File: config.mk
export PLATFORM = sky130hd
export DESIGN_NAME = adjacency_matrix_graph_degrees_core
export DESIGN_NICKNAME = d
export VERILOG_FILES = /design/src/agd_pkg.sv /design/src/agd_label_ram.sv /design/src/agd_deg_store.sv /design/src/adjacency_matrix_graph_degrees_core.sv
export SDC_FILE = /design/constraint.sdc
export NUM_CORES = 1
export LEC_CHECK = 0
export BUFFER_PORTS_ARGS = -buffer_cell sky130_fd_sc_hd__buf_4
export CELL_PAD_IN_SITES_DETAIL_PLACEMENT = 1
export CELL_PAD_IN_SITES_GLOBAL_PLACEMENT = 1
export CORE_ASPECT_RATIO = 1.75
export CORE_MARGIN = 2
export CORE_UTILIZATION = 40
export CTS_CLUSTER_DIAMETER = 150
export CTS_CLUSTER_SIZE = 14
export DETAILED_ROUTE_END_ITERATION = 7
export MAX_ROUTING_LAYER = met4
export PLACE_DENSITY = 0.71
export SLEW_MARGIN = 20
export SYNTH_ARGS = -nofsm -noshare
export SYNTH_HDL_FRONTEND = slang
export SYNTH_HIERARCHICAL = 1
export SYNTH_SLANG_ARGS = --single-unit
File: constraint.sdc
create_clock -name i_clk -period 4.2 [get_ports i_clk]
set_clock_uncertainty 0.2 [all_clocks]
set_input_delay 0.63 -clock i_clk [delete_from_list [all_inputs] [get_ports i_clk]]
set_output_delay 0.63 -clock i_clk [all_outputs]
set_load 0.02 [all_outputs]
File: src/agd_pkg.sv
// ----------------------------------------------------------------------------
// Graph degree core package
// Shared sizes, codes and request types of the graph degree core.
// ----------------------------------------------------------------------------
package agd_pkg;

    localparam int MAX_NODES    = 16;
    localparam int LABEL_BITS   = 16;
    localparam int PORT_LABEL_W = 16;
    localparam int OP_W         = 3;
    localparam int STATUS_W     = 2;
    localparam int DEG_W        = 5;

    localparam int IDX_W = (MAX_NODES > 1) ? $clog2(MAX_NODES) : 1;
    localparam int CNT_W = $clog2(MAX_NODES + 1);
    localparam int LBL_W = (LABEL_BITS < PORT_LABEL_W) ? LABEL_BITS : PORT_LABEL_W;

    typedef logic [IDX_W-1:0] t_idx;
    typedef logic [CNT_W-1:0] t_cnt;
    typedef logic [LBL_W-1:0] t_label;
    typedef logic [OP_W-1:0]  t_op;

    localparam t_op OP_ADD_NODE = 3'd0;
    localparam t_op OP_ADD_EDGE = 3'd1;
    localparam t_op OP_MAX_OUT  = 3'd2;
    localparam t_op OP_MAX_IN   = 3'd3;
    localparam t_op OP_ZERO_OUT = 3'd4;
    localparam t_op OP_ZERO_IN  = 3'd5;

    typedef enum logic [STATUS_W-1:0] {
        ST_OK      = 2'd0,
        ST_FULL    = 2'd1,
        ST_MISSING = 2'd2,
        ST_NONE    = 2'd3
    } t_status;

    typedef enum logic [1:0] {
        S_IDLE,
        S_SCAN,
        S_EDGE_RD,
        S_FINISH
    } t_state;

    typedef struct packed {
        logic   wr_en;
        t_idx   wr_addr;
        t_label wr_data;
        logic   rd_en;
        t_idx   rd_addr;
    } t_lbl_req;

    typedef struct packed {
        logic rd_en;
        t_idx rd_a;
        t_idx rd_b;
        logic wr_en;
        t_idx wr_a;
        t_idx wr_b;
    } t_deg_req;

    typedef struct packed {
        t_cnt out_deg;
        t_cnt in_deg;
        logic edge_set;
    } t_deg_rsp;

endpackage

File: src/agd_label_ram.sv
// ----------------------------------------------------------------------------
// Node label memory
// One write port and one registered read port holding the node labels.
// ----------------------------------------------------------------------------
module agd_label_ram (
    input  logic              i_clk,
    input  agd_pkg::t_lbl_req i_req,
    output agd_pkg::t_label   o_rd_data
);
    import agd_pkg::*;

    t_label r_mem [MAX_NODES];
    t_label r_rd_data;

    always_ff @(posedge i_clk) begin
        if (i_req.wr_en) begin
            r_mem[i_req.wr_addr] <= i_req.wr_data;
        end
        if (i_req.rd_en) begin
            r_rd_data <= r_mem[i_req.rd_addr];
        end
    end

    assign o_rd_data = r_rd_data;

endmodule

File: src/agd_deg_store.sv
// ----------------------------------------------------------------------------
// Adjacency and degree store
// Adjacency bits with running out-degree and in-degree counts per node.
// ----------------------------------------------------------------------------
module agd_deg_store (
    input  logic              i_clk,
    input  logic              i_rst_n,
    input  agd_pkg::t_deg_req i_req,
    output agd_pkg::t_deg_rsp o_rsp
);
    import agd_pkg::*;

    logic [MAX_NODES-1:0] r_rows [MAX_NODES];
    t_cnt                 r_out_deg [MAX_NODES];
    t_cnt                 r_in_deg [MAX_NODES];
    t_cnt                 r_out_q;
    t_cnt                 r_in_q;
    logic                 r_bit_q;

    always_ff @(posedge i_clk) begin
        if (!i_rst_n) begin
            for (int i = 0; i < MAX_NODES; i++) begin
                r_rows[i]    <= '0;
                r_out_deg[i] <= '0;
                r_in_deg[i]  <= '0;
            end
        end else if (i_req.wr_en && !r_bit_q) begin
            r_rows[i_req.wr_a][i_req.wr_b] <= 1'b1;
            r_out_deg[i_req.wr_a]          <= r_out_q + t_cnt'(1);
            r_in_deg[i_req.wr_b]           <= r_in_q + t_cnt'(1);
        end
    end

    always_ff @(posedge i_clk) begin
        if (i_req.rd_en) begin
            r_out_q <= r_out_deg[i_req.rd_a];
            r_in_q  <= r_in_deg[i_req.rd_b];
            r_bit_q <= r_rows[i_req.rd_a][i_req.rd_b];
        end
    end

    assign o_rsp.out_deg  = r_out_q;
    assign o_rsp.in_deg   = r_in_q;
    assign o_rsp.edge_set = r_bit_q;

endmodule

File: src/adjacency_matrix_graph_degrees_core.sv
// ----------------------------------------------------------------------------
// Graph degree core
// Directed graph store answering node, edge and degree requests.
// ----------------------------------------------------------------------------
// An add node request goes straight to the finish state and is answered
// there. Add edge and the four degree queries walk the node table one
// entry per cycle, unless a zero degree query is held by a stalled result
// side, through the single read port of the label memory and the degree
// store. An add edge that finds both endpoints reads the degree store once
// more before its result.
// One request is worked on at a time and o_in_stall stays high until its
// final result beat has been loaded into the output register. The zero
// degree queries deliver one beat per matching node, the last one flagged.
// Reset clears the node count and the adjacency store at once.
module adjacency_matrix_graph_degrees_core (
    input  logic                              i_clk,
    input  logic                              i_rst_n,
    input  logic                              i_in_valid,
    output logic                              o_in_stall,
    input  logic [agd_pkg::OP_W-1:0]          i_op,
    input  logic [agd_pkg::PORT_LABEL_W-1:0]  i_label_a,
    input  logic [agd_pkg::PORT_LABEL_W-1:0]  i_label_b,
    output logic                              o_out_valid,
    input  logic                              i_out_stall,
    output logic [agd_pkg::STATUS_W-1:0]      o_status,
    output logic [agd_pkg::PORT_LABEL_W-1:0]  o_node_label,
    output logic [agd_pkg::DEG_W-1:0]         o_degree,
    output logic                              o_last
);
    import agd_pkg::*;

    t_state  r_state, n_state;
    t_op     r_op, n_op;
    t_label  r_la, n_la;
    t_label  r_lb, n_lb;
    t_cnt    r_idx, n_idx;
    t_cnt    r_count, n_count;
    logic    r_rd_vld, n_rd_vld;
    t_idx    r_rd_idx, n_rd_idx;
    logic    r_fa, n_fa;
    logic    r_fb, n_fb;
    t_idx    r_sidx, n_sidx;
    t_idx    r_didx, n_didx;
    t_cnt    r_best, n_best;
    t_label  r_best_lab, n_best_lab;
    logic    r_pend_vld, n_pend_vld;
    t_label  r_pend_lab, n_pend_lab;
    logic    r_out_vld, n_out_vld;
    t_status r_out_status, n_out_status;
    t_label  r_out_label, n_out_label;
    t_cnt    r_out_deg, n_out_deg;
    logic    r_out_last, n_out_last;

    t_lbl_req lbl_req;
    t_label   lbl_q;
    t_deg_req deg_req;
    t_deg_rsp deg_rsp;

    logic accept;
    logic out_ready;
    logic issue;
    logic is_in_dir;
    logic is_zero_op;
    logic is_max_op;
    t_cnt deg_q;
    logic freeze;

    agd_label_ram u_label_ram (
        .i_clk     (i_clk),
        .i_req     (lbl_req),
        .o_rd_data (lbl_q)
    );

    agd_deg_store u_deg_store (
        .i_clk   (i_clk),
        .i_rst_n (i_rst_n),
        .i_req   (deg_req),
        .o_rsp   (deg_rsp)
    );

    assign accept     = i_in_valid && (r_state == S_IDLE);
    assign out_ready  = !r_out_vld || !i_out_stall;
    assign issue      = (r_idx < r_count);
    assign is_in_dir  = (r_op == OP_MAX_IN) || (r_op == OP_ZERO_IN);
    assign is_zero_op = (r_op == OP_ZERO_OUT) || (r_op == OP_ZERO_IN);
    assign is_max_op  = (r_op == OP_MAX_OUT) || (r_op == OP_MAX_IN);
    assign deg_q      = is_in_dir ? deg_rsp.in_deg : deg_rsp.out_deg;
    assign freeze     = (r_state == S_SCAN) && r_rd_vld && is_zero_op &&
                        (deg_q == '0) && r_pend_vld && !out_ready;

    always_comb begin
        n_state      = r_state;
        n_op         = r_op;
        n_la         = r_la;
        n_lb         = r_lb;
        n_idx        = r_idx;
        n_count      = r_count;
        n_rd_vld     = r_rd_vld;
        n_rd_idx     = r_rd_idx;
        n_fa         = r_fa;
        n_fb         = r_fb;
        n_sidx       = r_sidx;
        n_didx       = r_didx;
        n_best       = r_best;
        n_best_lab   = r_best_lab;
        n_pend_vld   = r_pend_vld;
        n_pend_lab   = r_pend_lab;
        n_out_vld    = r_out_vld && i_out_stall;
        n_out_status = r_out_status;
        n_out_label  = r_out_label;
        n_out_deg    = r_out_deg;
        n_out_last   = r_out_last;

        lbl_req         = '0;
        lbl_req.wr_addr = r_count[IDX_W-1:0];
        lbl_req.wr_data = r_la;
        lbl_req.rd_addr = r_idx[IDX_W-1:0];
        deg_req         = '0;
        deg_req.rd_a    = r_idx[IDX_W-1:0];
        deg_req.rd_b    = r_idx[IDX_W-1:0];
        deg_req.wr_a    = r_sidx;
        deg_req.wr_b    = r_didx;

        unique case (r_state)
            S_IDLE: begin
                if (accept) begin
                    n_op       = i_op;
                    n_la       = i_label_a[LBL_W-1:0];
                    n_lb       = i_label_b[LBL_W-1:0];
                    n_idx      = '0;
                    n_rd_vld   = 1'b0;
                    n_fa       = 1'b0;
                    n_fb       = 1'b0;
                    n_best     = '0;
                    n_best_lab = '0;
                    n_pend_vld = 1'b0;
                    if (i_op == OP_ADD_NODE) begin
                        n_state = S_FINISH;
                    end else if (i_op <= OP_ZERO_IN) begin
                        n_state = S_SCAN;
                    end
                end
            end
            S_SCAN: begin
                if (!freeze) begin
                    lbl_req.rd_en = issue;
                    deg_req.rd_en = issue;
                    n_rd_vld      = issue;
                    n_rd_idx      = r_idx[IDX_W-1:0];
                    if (issue) begin
                        n_idx = r_idx + t_cnt'(1);
                    end
                    if (r_rd_vld) begin
                        if (r_op == OP_ADD_EDGE) begin
                            if (!r_fa && (lbl_q == r_la)) begin
                                n_fa   = 1'b1;
                                n_sidx = r_rd_idx;
                            end
                            if (!r_fb && (lbl_q == r_lb)) begin
                                n_fb   = 1'b1;
                                n_didx = r_rd_idx;
                            end
                        end else if (is_max_op) begin
                            if (deg_q > r_best) begin
                                n_best     = deg_q;
                                n_best_lab = lbl_q;
                            end
                        end else if (deg_q == '0) begin
                            if (r_pend_vld) begin
                                n_out_vld    = 1'b1;
                                n_out_status = ST_OK;
                                n_out_label  = r_pend_lab;
                                n_out_deg    = '0;
                                n_out_last   = 1'b0;
                            end
                            n_pend_vld = 1'b1;
                            n_pend_lab = lbl_q;
                        end
                    end
                    if (!issue && !r_rd_vld) begin
                        if ((r_op == OP_ADD_EDGE) && r_fa && r_fb) begin
                            n_state = S_EDGE_RD;
                        end else begin
                            n_state = S_FINISH;
                        end
                    end
                end
            end
            S_EDGE_RD: begin
                deg_req.rd_en = 1'b1;
                deg_req.rd_a  = r_sidx;
                deg_req.rd_b  = r_didx;
                n_state       = S_FINISH;
            end
            S_FINISH: begin
                if (out_ready) begin
                    n_out_vld   = 1'b1;
                    n_out_label = '0;
                    n_out_deg   = '0;
                    n_out_last  = 1'b1;
                    n_state     = S_IDLE;
                    if (r_op == OP_ADD_NODE) begin
                        if (r_count == t_cnt'(MAX_NODES)) begin
                            n_out_status = ST_FULL;
                        end else begin
                            lbl_req.wr_en = 1'b1;
                            n_count       = r_count + t_cnt'(1);
                            n_out_status  = ST_OK;
                        end
                    end else if (r_op == OP_ADD_EDGE) begin
                        if (r_fa && r_fb) begin
                            deg_req.wr_en = 1'b1;
                            n_out_status  = ST_OK;
                        end else begin
                            n_out_status = ST_MISSING;
                        end
                    end else if (is_max_op) begin
                        if (r_best == '0) begin
                            n_out_status = ST_NONE;
                        end else begin
                            n_out_status = ST_OK;
                            n_out_label  = r_best_lab;
                            n_out_deg    = r_best;
                        end
                    end else begin
                        if (r_pend_vld) begin
                            n_out_status = ST_OK;
                            n_out_label  = r_pend_lab;
                        end else begin
                            n_out_status = ST_NONE;
                        end
                        n_pend_vld = 1'b0;
                    end
                end
            end
            default: begin
                n_state = S_IDLE;
            end
        endcase
    end

    always_ff @(posedge i_clk) begin
        if (!i_rst_n) begin
            r_state    <= S_IDLE;
            r_count    <= '0;
            r_rd_vld   <= 1'b0;
            r_pend_vld <= 1'b0;
            r_out_vld  <= 1'b0;
        end else begin
            r_state    <= n_state;
            r_count    <= n_count;
            r_rd_vld   <= n_rd_vld;
            r_pend_vld <= n_pend_vld;
            r_out_vld  <= n_out_vld;
        end
    end

    always_ff @(posedge i_clk) begin
        r_op         <= n_op;
        r_la         <= n_la;
        r_lb         <= n_lb;
        r_idx        <= n_idx;
        r_rd_idx     <= n_rd_idx;
        r_fa         <= n_fa;
        r_fb         <= n_fb;
        r_sidx       <= n_sidx;
        r_didx       <= n_didx;
        r_best       <= n_best;
        r_best_lab   <= n_best_lab;
        r_pend_lab   <= n_pend_lab;
        r_out_status <= n_out_status;
        r_out_label  <= n_out_label;
        r_out_deg    <= n_out_deg;
        r_out_last   <= n_out_last;
    end

    assign o_in_stall   = (r_state != S_IDLE);
    assign o_out_valid  = r_out_vld;
    assign o_status     = r_out_status;
    assign o_node_label = PORT_LABEL_W'(r_out_label);
    assign o_degree     = DEG_W'(r_out_deg);
    assign o_last       = r_out_last;

    a_count_bound: assert property (@(posedge i_clk) disable iff (!i_rst_n)
        r_count <= t_cnt'(MAX_NODES))
        else $error("node count beyond table size");

    a_idle_no_read: assert property (@(posedge i_clk) disable iff (!i_rst_n)
        (r_state == S_IDLE) |-> !r_rd_vld)
        else $error("read beat outstanding while idle");

    a_pend_zero_only: assert property (@(posedge i_clk) disable iff (!i_rst_n)
        r_pend_vld |-> ((r_op == OP_ZERO_OUT) || (r_op == OP_ZERO_IN)))
        else $error("pending label outside a zero degree query");

    a_edge_found: assert property (@(posedge i_clk) disable iff (!i_rst_n)
        (r_state == S_EDGE_RD) |-> (r_fa && r_fb))
        else $error("edge update without both endpoints");

    a_count_on_add: assert property (@(posedge i_clk) disable iff (!i_rst_n)
        (r_count != $past(r_count)) |-> $past((r_state == S_FINISH) &&
                                              (r_op == OP_ADD_NODE)))
        else $error("node count changed outside add node");

endmodule
=== Word-level counts from Yosys, hierarchy flattened ===
Memories as Yosys holds them, arrays and structs flattened. A register that Yosys moved wholly into a read port is not among the register bits.
Cells that the tools add are included.

* Bits in registers: 126
* Memory bits (read-only): 0
* Logic and storage cells: 261
* RAM bits: 672
* Memories: 4
* Bits in latches: 0
* Input bits: 39

* Order comparisons: 6
* Multiplexer cells: 138
* Multiply operators: 0
* Equality and inequality tests: 30
* Reductions and logical operators: 53
* Bitwise gates (word level): 4
* Divide/modulo/power cells: 0
* Shifts and indexed selects: 0
* Add/subtract/negate cells: 4

{| class="wikitable"
|+ Memory list
! memory !! depth !! width !! rd ports !! clocked after memory_dff !! write ports !! RTL line !! text
|-
| u_deg_store.r_rows || 16 || 16 || 1 || 0 || 16 || agd_deg_store.sv:13 || <nowiki>logic [MAX_NODES-1:0] r_rows [MAX_NODES];</nowiki>
|-
| u_label_ram.r_mem || 16 || 16 || 1 || 1 || 1 || agd_label_ram.sv:12 || <nowiki>t_label r_mem [MAX_NODES];</nowiki>
|-
| u_deg_store.r_in_deg || 16 || 5 || 1 || 1 || 16 || agd_deg_store.sv:15 || <nowiki>t_cnt r_in_deg [MAX_NODES];</nowiki>
|-
| u_deg_store.r_out_deg || 16 || 5 || 1 || 1 || 16 || agd_deg_store.sv:14 || <nowiki>t_cnt r_out_deg [MAX_NODES];</nowiki>
|}

{| class="wikitable"
|+ Operators with widths
! operator !! count
|-
| 16-bit two-way mux || 21
|-
| 5-bit two-way mux || 22
|-
| 16-bit case mux with 2 select lines || 2
|-
| 1-bit two-way mux || 56
|-
| 2-bit two-way mux || 19
|-
| 16-bit == test || 2
|-
| 5-bit case mux with 2 select lines || 3
|-
| 2-bit inequality test (second input constant) || 12
|-
| 5-bit by 1-bit adder with 5-bit output (second input constant) || 4
|-
| 6-bit AND reduction || 3
|-
| 16-bit OR reduction || 1
|-
| 1-bit logical AND || 15
|-
| 5-bit AND reduction || 3
|-
| 4-bit two-way mux || 3
|-
| 2-bit by 1-bit inequality test with 1-bit output (second input constant) || 6
|-
| 1-bit case mux with 2 select lines || 6
|-
| 11-bit AND reduction || 1
|-
| 5-bit zero test || 2
|-
| 4-bit by 5-bit less-than comparator with 1-bit output (second input constant) || 2
|-
| 5-bit OR reduction || 2
|-
| 1-bit zero test || 8
|-
| 8-bit two-way mux || 1
|-
| 2-bit case mux with 4 select lines || 1
|-
| 4-bit AND reduction || 2
|-
| 25 further kinds || 38
|}

=== Depth between registers and ports, before layout ===
Gate-level depths: netlist of the first run.

* Depth in word-level cells: 12
* Depth in mapped cells: 16
* Gate-level depth less buffers: 10

=== Cells and area by module ===
Netlist of the first run, hierarchy kept.

{| class="wikitable"
|+ Modules (own cells, without submodules)
! module !! instances !! cells each !! area an instance (um2)
|-
| agd_deg_store || 1 || 1590 || 17588.1
|-
| agd_label_ram || 1 || 432 || 10203.5
|-
| adjacency_matrix_graph_degrees_core || 1 || 447 || 5711.7
|}

=== Worst setup path after synthesis of the first run ===
OpenSTA, ideal clock, no wires.

* Path type: reg2reg
* Start point: reg r_count[0]
* End point: mem u_label_ram/r_mem[0][0] (netlist name), enable pin
* Data arrival time: 3.097 ns
* Setup time: 0.409 ns
* Stages on the path, launching flop included: 7
* Slack: 0.494 ns
* Cell sequence: dfxtp_1 > inv_1 > ha_1 > and4bb_2 > nor4b_4 > or3b_2 > nor3_1

{| class="wikitable"
|+ RTL lines
! what !! RTL line !! text
|-
| from (decl) || adjacency_matrix_graph_degrees_core.sv:37 || <nowiki>t_cnt r_count, n_count;</nowiki>
|-
| from (signal assigned) || adjacency_matrix_graph_degrees_core.sv:251 || <nowiki>r_count <= n_count;</nowiki>
|-
| to (decl) || agd_label_ram.sv:12 ||
|}

==> results.yml, run 1 <==
sta:
  finalSetupTns_ns: 0
  period_needed_ns: 3.838
  drv_slew: 0
  worstMarginPinSlew_ns: 1.092
  hold_viol_final: 0
  fmax_mhz: 260.5
  maxSlewHeadroom: 0.2698
  fin_crit_sh: 0.9139
  rsz0062_at_grt: "false"
  worst_slack_ns: 0.3618
  setup_viol: 0
floorplanning:
  core_area_sq_um: 83030
  die_h_um: 386.8
  initial_core_util: 0.4034
  ios: 65
  die_x_um: 222.8
  die_area_sq_um: 86160
  rows: 140
power:
  p_per_area_nw_per_um2: 584.9
  power_w: 0.02195
  p_leak_nw: 12.69
  ir_drop_mv: 0.4051
critical_path:
  path_buf_inv: 3
  crit_path_start_kind: "flip-flop"
  end_kind: "flip-flop"
  cp_top_family: "simple AND/OR/NAND/NOR gates"
  cp_max_fo: 20
  path_class: "reg2reg"
  required_ns: 4.40
  worst-path-stages: 11
  cp_slowest_stage_delay_ns: 0.55
  cp_cell_sequence: "inv_1 > ha_1 > nand2b_1 > nand2_4 > buf_4 > buf_4 > mux4_2 > a22oi_1 > nand3_1 > a21boi_0 > a22oi_1"
  slowest_stage: "mux4_2"
  rr_worst_depth: 11
  arrival_ns: 4.04
layout:
  area_growth_pct: 12.02
  ff_latch_area_sq_um: 22080
  fillCellCount: 8435
  num-nets-final: 2605
  multi_input_area_sq_um: 10570
  drive_above_1_share: 0.1568
cts:
  clk_pin_slew_worst_paths_ns: 0.07
  clock-root-buffer: "clkbuf_16"
  ctsResizeCount: 0
  clk_latency_ns: 0.67
  clock_path_buffers: 3
  cts_tree: "yes"
  numCtsBuffers: 68
  htreeDepth: 3
  postCtsSetupRepairBufs: 0
  clkSinkCount: 824
  ctsHoldBuffers: 35
place:
  dp_slack_ns: 0.4053
  gp_congestion: 0.8751
  io_buffers: 64
  hpwl_mm: 64.04
yosys:
  syn_nets: 2526
  syn-cell-area_sq_um: 33500
  yosys_warnings: 6
  synth.avg_cell_area_sq_um: 13.57
  syn_inst: 2468
run:
  maxCapViolCount: 0
min_path:
  hold_path_class: "in2reg"
  hold_path_depth: 3
grt:
  grt_max_degree: 203
  grt_pass1_wl_mm: 142.0
  grt_remaining_overflow: 0
  antenna_found_initial: 3
  grt_pass1_vias: 22800
  grt_use_total: 0.2267
drt:
  finalWirelength_mm: 93.59
  drt-initial-drc-count: 1506
  avgViaCountPerCell: 5.711
  ant_nets: 0
  vias: 20820
  first_pass_iters: 5
  wl_per_cell_um: 25.68
  drc: 0
run_status:
  outcome: "completed"
## metal layers
layer,global-route usage,part of all wire,vias to the layer above
met5,-,0,-
met3,0.02958,0.036,248
met2,0.4185,0.56,574
li1,-,-,9227
met1,0.2272,0.35,10770
met4,0.1306,0.055,0
## layout make-up
cell class              count  share of cell area
clock inverters             8            0.004135
flip-flops and latches    824              0.5885
clock buffers              91             0.04765
inverters                  20            0.002001
repair buffers            182             0.04035
multi-input cells        1451              0.2816
diodes                      4           0.0002668
well taps                1065             0.03551
## power breakdown
part | leakage [nW] | switching (W) | internal [W]
clock network | 0.929 | 0.00292 | 0.00302
registers | 7.42 | 0.000520 | 0.00945
logic | 4.34 | 0.00355 | 0.00249
total | 12.7 | 0.00699 | 0.0150
## cells in the final DEF, fill, tap and decap left out, types with 17 or more instances in the layout
| cell type | n |
|---|---|
| a21oi_1 | 27 |
| clkbuf_16 | 68 |
| o21ai_0 | 262 |
| o22ai_1 | 22 |
| mux4_1 | 19 |
| nand2_1 | 405 |
| mux4_2 | 137 |
| mux2i_1 | 53 |
| nor2b_1 | 17 |
| a22oi_1 | 40 |
| nor4_1 | 21 |
| and3_1 | 19 |
| edfxtp_1 | 558 |
| dlygate4sd3_1 | 35 |
| clkbuf_1 | 23 |
| dfxtp_1 | 266 |
| xor2_1 | 37 |
| nor2_1 | 189 |
| ha_1 | 19 |
| buf_4 | 141 |
| inv_1 | 17 |
| nand3_1 | 23 |
| and2_1 | 28 |
## registers in the layout, indices dropped and copies added (netlist names), 5 cells and up
name and flops:
r_la 16, o_degree 5, u_deg_store/r_rows 256, o_node_label 16
u_deg_store/r_in_q 5, r_lb 16, u_deg_store/r_in_deg 80, r_count 5
u_label_ram/r_mem 256, r_pend_lab 16, r_best 5, u_label_ram/o_rd_data 16
u_deg_store/r_out_deg 80, r_idx 5, r_best_lab 16, u_deg_store/r_out_q 5
## stage by stage
stage               area (sq um)  cells  utilization  hold WS (ns)
CTS                        37500   3641       0.4517        0.1771
global placement           35200   3506       0.4239        0.2324
global route               37520   3644       0.4519        0.2262
finish                     37520   3645       0.4519        0.2160
floorplan                  33500   2468            -        0.2198
detailed placement         35210   3507       0.4241        0.2442
## worst paths after layout
check | start | to | slack [ns]
max | r_state[0]$_SDFFE_PN0P_ | u_deg_store/r_bit_q$_DFFE_PP_ | 0.36
min | i_out_stall | o_out_valid$_SDFF_PN0_ | 0.22
max reg2reg | r_state[0]$_SDFFE_PN0P_ | u_deg_store/r_bit_q$_DFFE_PP_ | 0.36
min reg2reg | u_deg_store/r_rows[12][13]$_DFF_P_ | u_deg_store/r_rows[12][13]$_DFF_P_ | 0.26
## worst register-to-register path, delay by kind of cell, from the launching register on
family                     cells  cell delay, ns
muxes                          1            0.55
buffers and inverters          3            0.69
AOI/OAI and AO/OA              3            0.68
adders and majority gates      1            0.37
and+or+nand+nor                3            0.69
DFF                            1            0.39
Power figures use the tool's default switching activity.
==> inputs of run 2 (changes only) <==
--- a/config.mk
+++ b/config.mk
@@ -8,7 +8,7 @@
 export BUFFER_PORTS_ARGS = -buffer_cell sky130_fd_sc_hd__buf_4
 export CELL_PAD_IN_SITES_DETAIL_PLACEMENT = 1
 export CELL_PAD_IN_SITES_GLOBAL_PLACEMENT = 1
-export CORE_ASPECT_RATIO = 1.75
+export CORE_ASPECT_RATIO = 0.7
 export CORE_MARGIN = 2
 export CORE_UTILIZATION = 40
 export CTS_CLUSTER_DIAMETER = 150
==> run 2 against run 1 <==
Setup slack worse by 0.15 ns. Final area is 0.20% higher. Count of clock-buffer cells in the layout is 5 higher. Fmax is 3.7% lower. First-iteration DRC count is 46% higher. Cell count is 1.7% higher. Global-route usage is 0.43 points lower. Combinational power is 2% higher. Non-clock buffer count stayed put. Die area hardly changed. Largest power group unchanged. Highest routed layer unchanged.
==> results.yml, run 2 (synthesis results as in run 1) <==
critical_path:
  worstSetupEndpoint: "u_deg_store/r_bit_q$_DFFE_PP_"
  r2r_end: "u_deg_store/r_bit_q$_DFFE_PP_"
  rr_worst_depth: 12
  end_kind: "flip-flop"
  crit_start: "r_state[0]$_SDFFE_PN0P_"
  r2r_slack_ns: 0.21
  crit_path_start_kind: "flip-flop"
  arrival_ns: 4.15
  reg2reg_from: "r_state[0]$_SDFFE_PN0P_"
  path_class: "reg2reg"
  cp_max_fo: 22
  required_ns: 4.36
floorplanning:
  initial_core_util: 0.4051
  rows: 88
  core_area_sq_um: 82690
  die_x_um: 349.9
  die_area_sq_um: 86110
  die_h_um: 246.1
  ios: 65
layout:
  final_common_cell: "edfxtp_1"
  utilization: 0.4547
  ff_latch_area_sq_um: 22080
  reg_top3: "u_deg_store/r_rows x256, u_label_ram/r_mem x256"
  area_growth_pct: 12.25
  postLayoutCellArea_sq_um: 37600
  fillCellCount: 8334
  drive_above_1_share: 0.1570
  num-nets-final: 2605
  final_cell_mix: "edfxtp_1, nand2_1, dfxtp_1"
  multi_input_area_sq_um: 10570
cts:
  clkSinkCount: 824
  postCtsSetupRepairBufs: 0
  htreeDepth: 3
  clk_latency_ns: 0.64
  cts_tree: "yes"
  clock_path_buffers: 3
  numCtsBuffers: 68
  clk_pin_slew_worst_paths_ns: 0.07
  clock-root-buffer: "clkbuf_16"
place:
  hpwl_mm: 60.50
  io_buffers: 64
  place_area_sq_um: 35300
  gp_congestion: 0.8724
sta:
  period_needed_ns: 3.986
  drv_slew: 0
  finalSetupTns_ns: 0
  setup_viol: 0
  worstMarginPinSlew_ns: 1.051
  rsz0062_at_grt: "false"
  hold_viol_final: 0
  fmax_mhz: 250.9
  maxSlewHeadroom: 0.2985
  fin_crit_sh: 0.9491
power:
  ir_drop_mv: 0.3184
  switching_power_w: 0.007129
  seqPwrFrac: 0.450
  p_per_area_nw_per_um2: 589.4
  power_frac_comb: 0.278
  netSwitchingFraction: 0.3217
  power.internal_w: 0.01503
  p_leak_nw: 12.69
  clkPwrFrac: 0.272
min_path:
  hold_path_class: "reg2reg"
grt:
  grt_max_degree: 104
  grt_pass1_vias: 21820
  grt_remaining_overflow: 0
  antenna_found_initial: 2
  grt_use_total: 0.2224
  grt_pass1_wl_mm: 139.9
drt:
  first_pass_iters: 5
  ant_nets: 0
  wl_per_cell_um: 24.77
  drc: 0
  vias: 21060
  avgViaCountPerCell: 5.681
  finalWirelength_mm: 91.80
  drt-initial-drc-count: 2192
run_status:
  outcome: "completed"
run:
  maxCapViolCount: 0
run 2: layout make-up:
| type | count | area share |
|---|---|---|
| Multi-Input combinational cell | 1451 | 0.2811 |
| Antenna cell | 2 | 0.0001331 |
| Timing Repair Buffer | 182 | 0.04050 |
| Sequential cell | 824 | 0.5873 |
| Clock inverter | 6 | 0.002695 |
| Clock buffer | 96 | 0.04889 |
| Inverter | 20 | 0.001997 |
| Tap cell | 1125 | 0.03744 |
run 2: worst min path at each step:
stage / cells past startpoint / to / slack (ns) / startpoint
floorplan: 2 / u_deg_store/r_rows[10][10]$_DFF_P_ / 0.22 / u_deg_store/r_rows[10][10]$_DFF_P_
CTS: 3 / u_deg_store/r_rows[5][0]$_DFF_P_ / 0.23 / i_rst_n
global placement: 2 / u_deg_store/r_rows[6][12]$_DFF_P_ / 0.23 / u_deg_store/r_rows[6][12]$_DFF_P_
global route: 0 / r_didx[3]$_DFFE_PP_ / 0.26 / r_rd_idx[3]$_DFFE_PP_
detailed placement: 0 / r_didx[3]$_DFFE_PP_ / 0.24 / r_rd_idx[3]$_DFFE_PP_
finish: 0 / r_sidx[3]$_DFFE_PP_ / 0.25 / r_rd_idx[3]$_DFFE_PP_
run 2: per-stage QoR:
step	hold slack (ns)	worst slack, ns	std cells	power, W
2_1_floorplan	0.2198	0.4941	2468	0.01436
3_3_place_gp	0.2303	0.4342	3567	0.01597
3_5_place_dp	0.2353	0.4111	3567	0.01621
4_1_cts	0.2340	0.3531	3704	0.02222
5_1_grt	0.2584	0.01330	3705	0.02300
6_report	0.2512	0.2140	3706	0.02216
run 2: layer usage:
metal  wire (um)  share of wire  up-vias  global-route usage
met5           0              0        -                   -
met1       42570           0.46    10970              0.3238
met2       40290           0.44      719              0.3199
met4        1676          0.018        0             0.04944
met3        7256          0.079      124             0.04673
li1            -              -     9243                   -
run 2: worst max-delay path, cell delays in order (launching register included):
cell and delay (ns):
dfxtp_1 0.35, inv_1 0.13, ha_1 0.49, nand2_1 0.18, nand2_4 0.37, buf_4 0.37
buf_4 0.24, mux2i_1 0.27, o22ai_1 0.13, nor3_1 0.21, a21oi_1 0.09, a21boi_0 0.53
a22oi_1 0.13
run 2: power groups by stage:
stage | logic (W) | clock network, W | registers [W]
after detailed placement | 0.00606 | 0 | 0.0101
after floorplan | 0.00446 | 0 | 0.00990
final | 0.00616 | 0.00603 | 0.00997
after global routing | 0.00657 | 0.00641 | 0.0100
after global placement | 0.00588 | 0 | 0.0101
after CTS | 0.00613 | 0.00612 | 0.00997
run 2: what timing repair did:
| action | CTS | global route |
|---|---|---|
| resized for setup | 0 | 0 |
| hold buffers | 35 | 0 |
| hold endpoints to repair | 35 | 0 |
